$ cat src/design/ordered_list_engine_top_assert.svh
// Assertion macros for the ordered list engine top level.
// Depends on nothing; included by ordered_list_engine_top.sv.
`ifndef ORDERED_LIST_ENGINE_TOP_ASSERT_SVH
`define ORDERED_LIST_ENGINE_TOP_ASSERT_SVH
// Implication checked on every rising clock edge outside reset.
`define OLE_ASSERT_IMP(lbl, ante, cons) \
	lbl: assert property (@(posedge clk) disable iff (!arst_n) (ante) |-> (cons)) \
	else $error("ordered list engine check failed");
// Next-cycle implication.
`define OLE_ASSERT_NEXT(lbl, ante, cons) \
	lbl: assert property (@(posedge clk) disable iff (!arst_n) (ante) |=> (cons)) \
	else $error("ordered list engine check failed");
`endif

$ cat src/design/ole_pkg.sv
// Package for the ordered list engine: sizes, command and status codes.
// No dependencies.
package ole_pkg;
	localparam int Capacity = 64;
	localparam int IdxW = $clog2(Capacity);
	localparam int CntW = $clog2(Capacity + 1);

	typedef enum logic [2:0] {
		CMD_INS_FIRST = 3'd0,
		CMD_INS_LAST  = 3'd1,
		CMD_INS_AFTER = 3'd2,
		CMD_DEL_FIRST = 3'd3,
		CMD_DEL_LAST  = 3'd4,
		CMD_DEL_AT    = 3'd5,
		CMD_SORT      = 3'd6,
		CMD_TRAVERSE  = 3'd7
	} cmd_t;

	typedef enum logic [1:0] {
		ST_OK    = 2'd0,
		ST_EMPTY = 2'd1,
		ST_NOPOS = 2'd2,
		ST_FULL  = 2'd3
	} status_t;

	typedef struct packed {
		logic signed [31:0] item_value;
		status_t            status;
		logic [CntW-1:0]    element_count;
		logic               last;
	} result_t;
endpackage

$ cat src/design/ole_store.sv
// Element memory of the ordered list engine: one write port, one registered read.
// Depends on ole_pkg.
module ole_store (
	input  logic                    clk,
	input  logic                    wr_en,
	input  logic [ole_pkg::IdxW-1:0] wr_addr,
	input  logic [31:0]             wr_data,
	input  logic [ole_pkg::IdxW-1:0] rd_addr,
	output logic [31:0]             rd_data
);
	import ole_pkg::*;

	logic [31:0] mem_q [Capacity];

	always_ff @(posedge clk) begin
		if (wr_en) begin
			mem_q[wr_addr] <= wr_data;
		end
		rd_data <= mem_q[rd_addr];
	end
endmodule

$ cat src/design/ordered_list_engine_top.sv
// Top level of the ordered list engine: command sequencer around one memory port.
// Depends on ole_pkg, ole_store and ordered_list_engine_top_assert.svh.
//
// Usage: commands arrive on the s_axis channel (tdata: value, position;
// tuser: command). Results leave on m_axis (tdata: item_value, status,
// element_count; tlast marks the final result of a command).
// One command at a time: s_axis_tready is high only while the sequencer idles
// and the output register is free or being emptied.
// Every shift, compare and swap goes through the memory's one write port and
// one registered read port, so the commands step through them in order:
//   rejected commands, delete-last, one-element deletes, short sort: answered from idle;
//   insert-last: the new value is written straight away;
//   other inserts and deletes: one read and one write per shifted entry (an insert then writes the new value);
//   sort (exchange sort): read i, read j, compare and swap for each of the N*(N-1)/2 pairs;
//   traverse: one read per emitted value.
// A result sits in an output register; when m_axis_tready is low the
// sequencer holds until it is taken. Reset empties the list (count to zero)
// and drops any result in flight; the memory itself is not cleared.
`include "ordered_list_engine_top_assert.svh"
module ordered_list_engine_top (
	input  logic        clk,
	input  logic        arst_n,
	input  logic        s_axis_tvalid,
	output logic        s_axis_tready,
	input  logic [39:0] s_axis_tdata,   // [31:0] value, [38:32] position, [39] zero
	input  logic [2:0]  s_axis_tuser,   // [2:0] command
	output logic        m_axis_tvalid,
	input  logic        m_axis_tready,
	output logic [47:0] m_axis_tdata,   // [31:0] item_value, [33:32] status,
	                                    // [40:34] element_count, [47:41] zero
	output logic        m_axis_tlast
);
	import ole_pkg::*;

	typedef enum logic [7:0] {
		S_IDLE  = 8'b0000_0001,
		S_SHIFT = 8'b0000_0010,  // read source entry
		S_MOVE  = 8'b0000_0100,  // write it to its new place
		S_SRDI  = 8'b0000_1000,  // sort: read entry i
		S_SRDJ  = 8'b0001_0000,  // sort: read entry j, latch i
		S_SCMP  = 8'b0010_0000,  // sort: compare, write swap
		S_TRD   = 8'b0100_0000,  // traverse: read
		S_OUT   = 8'b1000_0000   // wait for output register
	} state_t;

	state_t state_q;
	logic [CntW-1:0] count_q;
	logic [CntW-1:0] i_q, j_q, stop_q;
	logic [31:0] val_q, vi_q;
	cmd_t cmd_q;
	logic up_q;
	logic emit_last_q;

	logic out_valid_q;
	result_t out_q;

	// Sort writes its j-side in S_OUT using vi_q; track it.
	logic swap_j_q;
	logic [IdxW-1:0] jw_addr_q;

	logic wr_en;
	logic [IdxW-1:0] wr_addr, rd_addr;
	logic [31:0] wr_data, rd_data;

	ole_store u_store (
		.clk(clk), .wr_en(wr_en), .wr_addr(wr_addr), .wr_data(wr_data),
		.rd_addr(rd_addr), .rd_data(rd_data)
	);

	cmd_t in_cmd;
	logic [CntW-1:0] in_pos;
	assign in_cmd = cmd_t'(s_axis_tuser);
	assign in_pos = s_axis_tdata[38:32];

	logic accept, out_free;
	assign out_free = !out_valid_q || m_axis_tready;
	assign s_axis_tready = (state_q == S_IDLE) && out_free;
	assign accept = s_axis_tvalid && s_axis_tready;

	// Shared signed compare unit for sort.
	logic swap;
	assign swap = $signed(vi_q) > $signed(rd_data);

	// Memory port control.
	always_comb begin
		wr_en = 1'b0;
		wr_addr = i_q[IdxW-1:0];
		wr_data = rd_data;
		rd_addr = i_q[IdxW-1:0];
		case (state_q)
			S_SHIFT: rd_addr = up_q ? IdxW'(i_q - 1'b1) : IdxW'(i_q + 1'b1);
			S_MOVE: begin
				wr_en = 1'b1;
				wr_addr = i_q[IdxW-1:0];
			end
			S_SRDI: rd_addr = i_q[IdxW-1:0];
			S_SRDJ: rd_addr = j_q[IdxW-1:0];
			S_SCMP: begin
				wr_en = swap;
				wr_addr = i_q[IdxW-1:0];
				wr_data = rd_data;
			end
			S_TRD: rd_addr = i_q[IdxW-1:0];
			S_OUT: begin
				// entry j takes the old entry i after a swap
				wr_en = swap_j_q;
				wr_addr = jw_addr_q;
				wr_data = vi_q;
			end
			default: ;
		endcase
		// final insert write of the new value
		if (state_q == S_SHIFT && i_q == stop_q && up_q) begin
			wr_en = 1'b1;
			wr_addr = i_q[IdxW-1:0];
			wr_data = val_q;
		end
	end

	always_ff @(posedge clk or negedge arst_n) begin
		if (!arst_n) begin
			state_q <= S_IDLE;
			count_q <= '0;
			out_valid_q <= 1'b0;
			swap_j_q <= 1'b0;
		end else begin
			if (out_valid_q && m_axis_tready) begin
				out_valid_q <= 1'b0;
			end
			swap_j_q <= 1'b0;
			case (state_q)
				S_IDLE: begin
					if (accept) begin
						cmd_q <= in_cmd;
						val_q <= s_axis_tdata[31:0];
						out_q.item_value <= '0;
						out_q.last <= 1'b1;
						out_q.status <= ST_OK;
						out_q.element_count <= count_q;
						case (in_cmd)
							CMD_INS_FIRST, CMD_INS_LAST, CMD_INS_AFTER: begin
								if (in_cmd == CMD_INS_AFTER && count_q == '0) begin
									out_q.status <= ST_EMPTY;
									out_valid_q <= 1'b1;
								end else if (in_cmd == CMD_INS_AFTER && in_pos > count_q) begin
									out_q.status <= ST_NOPOS;
									out_valid_q <= 1'b1;
								end else if (count_q == CntW'(Capacity)) begin
									out_q.status <= ST_FULL;
									out_valid_q <= 1'b1;
								end else begin
									up_q <= 1'b1;
									i_q <= count_q;
									if (in_cmd == CMD_INS_FIRST) begin
										stop_q <= '0;
									end else if (in_cmd == CMD_INS_LAST) begin
										stop_q <= count_q;
									end else begin
										stop_q <= (in_pos < CntW'(1)) ? CntW'(1) : in_pos;
									end
									count_q <= count_q + 1'b1;
									state_q <= S_SHIFT;
								end
							end
							CMD_DEL_FIRST, CMD_DEL_LAST, CMD_DEL_AT: begin
								if (count_q == '0) begin
									out_q.status <= ST_EMPTY;
									out_valid_q <= 1'b1;
								end else if (in_cmd == CMD_DEL_LAST || count_q == CntW'(1)) begin
									count_q <= (in_cmd == CMD_DEL_LAST) ?
										count_q - 1'b1 : '0;
									out_q.element_count <= (in_cmd == CMD_DEL_LAST) ?
										count_q - 1'b1 : '0;
									out_valid_q <= 1'b1;
								end else if (in_cmd == CMD_DEL_AT &&
										(in_pos == '0 || in_pos > count_q)) begin
									out_q.status <= ST_NOPOS;
									out_valid_q <= 1'b1;
								end else begin
									up_q <= 1'b0;
									i_q <= (in_cmd == CMD_DEL_FIRST) ? '0 : in_pos - 1'b1;
									stop_q <= count_q - 1'b1;
									count_q <= count_q - 1'b1;
									state_q <= S_SHIFT;
								end
							end
							CMD_SORT: begin
								if (count_q < CntW'(2)) begin
									out_valid_q <= 1'b1;
								end else begin
									i_q <= '0;
									j_q <= CntW'(1);
									state_q <= S_SRDI;
								end
							end
							default: begin
								if (count_q == '0) begin
									out_q.status <= ST_EMPTY;
									out_valid_q <= 1'b1;
								end else begin
									i_q <= '0;
									state_q <= S_TRD;
								end
							end
						endcase
					end
				end
				S_SHIFT: begin
					// on an insert, the new value is written here when i reaches the gap
					if (i_q == stop_q) begin
						out_q.element_count <= count_q;
						emit_last_q <= 1'b1;
						state_q <= S_OUT;
					end else begin
						state_q <= S_MOVE;
					end
				end
				S_MOVE: begin
					i_q <= up_q ? i_q - 1'b1 : i_q + 1'b1;
					state_q <= S_SHIFT;
				end
				S_SRDI: state_q <= S_SRDJ;
				S_SRDJ: begin
					vi_q <= rd_data;
					state_q <= S_SCMP;
				end
				S_SCMP: begin
					if (swap) begin
						swap_j_q <= 1'b1;
					end
					if (j_q + 1'b1 < count_q) begin
						j_q <= j_q + 1'b1;
					end else begin
						i_q <= i_q + 1'b1;
						j_q <= i_q + CntW'(2);
					end
					state_q <= S_OUT;
					emit_last_q <= 1'b0;
				end
				S_TRD: state_q <= S_OUT;
				S_OUT: begin
					if (cmd_q == CMD_SORT) begin
						if (emit_last_q) begin
							if (out_free) begin
								out_q.item_value <= '0;
								out_q.status <= ST_OK;
								out_q.element_count <= count_q;
								out_q.last <= 1'b1;
								out_valid_q <= 1'b1;
								state_q <= S_IDLE;
							end
						end else if (i_q + 1'b1 >= count_q) begin
							emit_last_q <= 1'b1;
						end else begin
							state_q <= S_SRDI;
						end
					end else if (cmd_q == CMD_TRAVERSE) begin
						if (out_free) begin
							out_q.item_value <= rd_data;
							out_q.status <= ST_OK;
							out_q.element_count <= count_q;
							out_q.last <= (i_q + 1'b1 == count_q);
							out_valid_q <= 1'b1;
							if (i_q + 1'b1 == count_q) begin
								state_q <= S_IDLE;
							end else begin
								i_q <= i_q + 1'b1;
								state_q <= S_TRD;
							end
						end
					end else if (out_free) begin
						out_q.item_value <= '0;
						out_q.status <= ST_OK;
						out_q.last <= 1'b1;
						out_valid_q <= 1'b1;
						state_q <= S_IDLE;
					end
				end
				default: state_q <= S_IDLE;
			endcase
		end
	end

	// Hold the j address of the compared pair for the swap write in S_OUT.
	always_ff @(posedge clk) begin
		if (state_q == S_SCMP) begin
			jw_addr_q <= j_q[IdxW-1:0];
		end
	end

	assign m_axis_tvalid = out_valid_q;
	assign m_axis_tlast = out_q.last;
	assign m_axis_tdata = {7'd0, out_q.element_count, out_q.status, out_q.item_value};

	`OLE_ASSERT_IMP(a_ready_idle, s_axis_tready, state_q == S_IDLE)
	`OLE_ASSERT_IMP(a_count_cap, 1'b1, count_q <= CntW'(Capacity))
	`OLE_ASSERT_NEXT(a_out_hold, m_axis_tvalid && !m_axis_tready,
		m_axis_tvalid && $stable(m_axis_tdata) && $stable(m_axis_tlast))
endmodule

$ cat config.mk
export PLATFORM = sky130hd
export DESIGN_NAME = ordered_list_engine_top
export DESIGN_NICKNAME = d
export VERILOG_FILES = /design/src/design/ole_pkg.sv /design/src/design/ole_store.sv /design/src/design/ordered_list_engine_top.sv
export VERILOG_INCLUDE_DIRS = /design/src /design/src/design
export SDC_FILE = /design/constraint.sdc
export NUM_CORES = 2
export LEC_CHECK = 0
export ABC_AREA = 1
export ABC_CLOCK_PERIOD_IN_PS = 5900
export BUFFER_PORTS_ARGS = -buffer_cell sky130_fd_sc_hd__buf_4
export CAP_MARGIN = 20
export CORE_MARGIN = 1
export CORE_UTILIZATION = 40
export DETAILED_ROUTE_END_ITERATION = 10
export GPL_TIMING_DRIVEN = 0
export PLACE_DENSITY = 0.59
export RECOVER_POWER = 100
export SLEW_MARGIN = 30
export SYNTH_ARGS = -nofsm -noshare
export SYNTH_HDL_FRONTEND = slang
export SYNTH_SLANG_ARGS = --single-unit
$ cat constraint.sdc
create_clock -name clk -period 5.9 [get_ports clk]
set_input_delay 0.295 -clock clk [delete_from_list [all_inputs] [get_ports clk]]
set_output_delay 0.295 -clock clk [all_outputs]
set_load 0.005 [all_outputs]
==> impl_results.md <==
* Insertion delay to the later sink of the worst-skew pair at 920 ps
* Critical setup path kind: reg -> reg
* Status: finished with violations
* Maximum clock path buffer count at 3
* Final Hold Fails at 0
* Antenna viol nets, final at 0
* Seq/Total Area, Yosys at 66.77%
* Synth Cell Area at 99900 µm²
* Setup TNS at 0 ps
* CTS tree: built
* FF-to-FF End: u_store.mem_q[38][0]
* Crit path from: i_q[0]
* Total CTS buffers at 228
* DP Cell Count at 13160
* Initial antenna violation count at 28
* Mux contribution to synthesized area at 0%
* Worst Setup EP: u_store.mem_q[38][0]
* Worst-path clk slew at 60 ps
* Share of layout cells above drive strength 1 at 9.969%
* Final Critical Period at 5322 ps
* Gr usage total at 29.78%
* Vias per cell at 5.479
* Drt pass-1 iters at 7
* Crit share post-route at 90.20%
* Crit. End Element: flip-flop
* Synth Area in Compound Gates at 1.100%
* Maximum vdd drop at 0.3874 mV
* Synth cell types at 57
* Share of the synthesized area in the top cell type at 65.71%
* Drt drc at 0
* Starting density of the core at 40.21%
* Crit Path Max Fanout at 25
* Post-DP HPWL at 276800 µm
* Gp weighted congestion at 1.047
* Startpoint Class: flip-flop
* Dominant synthesized flop cell: edfxtp_1
* Final WL at 380300 µm
* Largest family of logic cells by synthesized area: simple AND/OR/NAND/NOR gates
* Nets at 10220
* Largest area contributor in the netlist: edfxtp_1
* WP data arrival at 6060 ps
* Max-slew headroom at -55.52%
* Ys Warns at 0
* Async S/R FF share, synth at 0.7606%
* Clock sink count at 2235
* Setup ws final at 578.1 ps
* RSZ-0062 raised after global routing: false
* Max-cap violations at 15
* # IOs at 98
* DP Worst Slack at 1178 ps
* Post-CTS setup buffer count at 0
* Worst-case reg-to-reg path depth at 12
* Grt total ovfl at 0
* Synth area leaders: edfxtp_1 (66%), nand3_1 (11%), nand2_1 (7.1%), inv_1 (6.5%), nand3b_1 (2.4%)
* EDFF count, synth at 2186
* Num rows at 183
* Vias in the first global route at 70180
* Gate Count Post-Synth at 9467
* Area share of fa/ha/maj cells after synthesis at 0.7890%
* Leak Pwr at 48.05 nW
* Required @ worst endpoint at 6640 ps
* Synthesized flop and latch total at 2235
* R2R setup slack at 580 ps
* Pwr dens at 511.6 nW/µm²
* Simple-gate share of the synthesized area at 21.68%
* Pin count of the biggest net entering global routing at 31
* WL/cell at 27.87 µm
* Via count at 74780
* Global-route wire length before repair at 524800 µm
* # setup viols final at 0
* Cell Area, Placed at 111800 µm²
* Final slew viol count at 172
* Hold Path Class: in -> reg
* Number of port buffers at 89
* Syn-to-layout area delta at 17.70%
* Most common cell after layout, fill and taps aside: nand3_1
* Floorplan core area at 248400 µm²
* Final std cells w/o fill at 13650
* Worst-Margin Slew at 2322 ps
* Clock skew at 82.59 ps
* RR Startpoint: i_q[0]
* Violations in the final reports: max-capacitance violations, max-slew violations
* Most frequent cells in the layout: nand3_1 (2195), edfxtp_1 (2186), nand2_1 (1884), inv_1 (1731), nand3b_1 (321)
* Root Driver: clkbuf_16
* Post-synthesis xor/xnor area fraction at 0.2542%
* Initial DRC count at 11000
* Mean Syn Cell Area at 10.55 µm²
* H-Tree Level Count at 4
* Die area at 251800 µm²
* Max Freq at 187.9 MHz
* Die width at 501.8 µm
* Die height at 501.8 µm
* Final Cell Area at 117600 µm²
final cells by class:
| type | instances | area (µm²) |
|---|---|---|
| multi-input combinational | 4941 | 23990 |
| clock inverter | 138 | 1212 |
| clock buffer | 288 | 6036 |
| inverter | 1760 | 6620 |
| tap | 3330 | 4167 |
| antenna | 16 | 40.04 |
| sequential | 2235 | 66710 |
| buffer | 537 | 2775 |
| timing repair buffer | 403 | 6037 |
| fill | 22490 | 130800 |
synthesized netlist by cell type, types with 35 or more instances:
cell type,instances
o21ai_0,49
nor2_1,203
nand3b_1,321
ha_1,63
nand2_1,1880
nand3_1,2194
buf_2,253
a21oi_1,48
clkbuf_1,142
buf_4,97
a31oi_1,35
inv_1,1735
edfxtp_1,2186
metal layers:
layer	track usage, %	routed length, µm
met1	38.60	144100
met2	45.66	166300
met3	7.854	46390
met4	15.61	23470
met5	0	56
registers in the layout (all words and copies together), names as in the netlist, 8 cells and up:
| register | count |
|---|---|
| m_axis_tdata | 41 |
| state_q | 8 |
| val_q | 32 |
| u_store.rd_data | 32 |
| vi_q | 32 |
| u_store.mem_q | 2048 |
per-stage QoR:
stage                     utilization, %  hold WS [ps]  total power, W
after floorplan                        -       -0.5911         0.03303
after global placement             42.17         209.7         0.04440
after detailed placement           45.02         208.5         0.04603
after CTS                          48.12         4.311         0.06020
after global routing               47.32         111.3         0.06159
final                              47.33         40.22         0.06015
repair_timing:
action / in CTS / in global routing
resized for setup: 0 / 0
hold buffers: 46 / 0
endpoints found under the hold margin: 67 / 0
kinds of logic (layout without fill, tap and decap cells):
family                     count (synthesis)  after routing
AOI/OAI and AO/OA                        185            185
xor gates and xnor gates                  29             29
adders and majority gates                 63             63
buffers and inverters                   2297           3126
DFF                                     2235           2235
other                                      1             23
and+or+nand+nor                         4657           4657
report_power, final:
part	internal, W	total (W)	switching, W
clock	0.00796	0.0143	0.00636
combinational	0.00599	0.0250	0.0190
sequential	0.0206	0.0208	0.000226
worst max-delay path, stage by stage (launching register included):
cell and delay [ps]:
edfxtp_1 430, clkbuf_1 260, or2_2 350, a21oi_1 150, nand3_1 90, nor4_1 390, and2_0 260, nand2_1 120
clkbuf_1 280, clkbuf_1 280, a31oi_1 1240, clkbuf_1 1080, buf_16 260
worst min path at each step:
stage               depth (start not counted)        startpoint            end
finish                                      3  s_axis_tdata[34]      stop_q[2]
CTS                                         3     s_axis_tvalid      val_q[31]
floorplan                                   0            arst_n     count_q[0]
global placement                            1            arst_n     count_q[3]
detailed placement                          1            arst_n  m_axis_tvalid
global route                                2  s_axis_tdata[11]      val_q[11]
(Power assumes the default switching activity.)
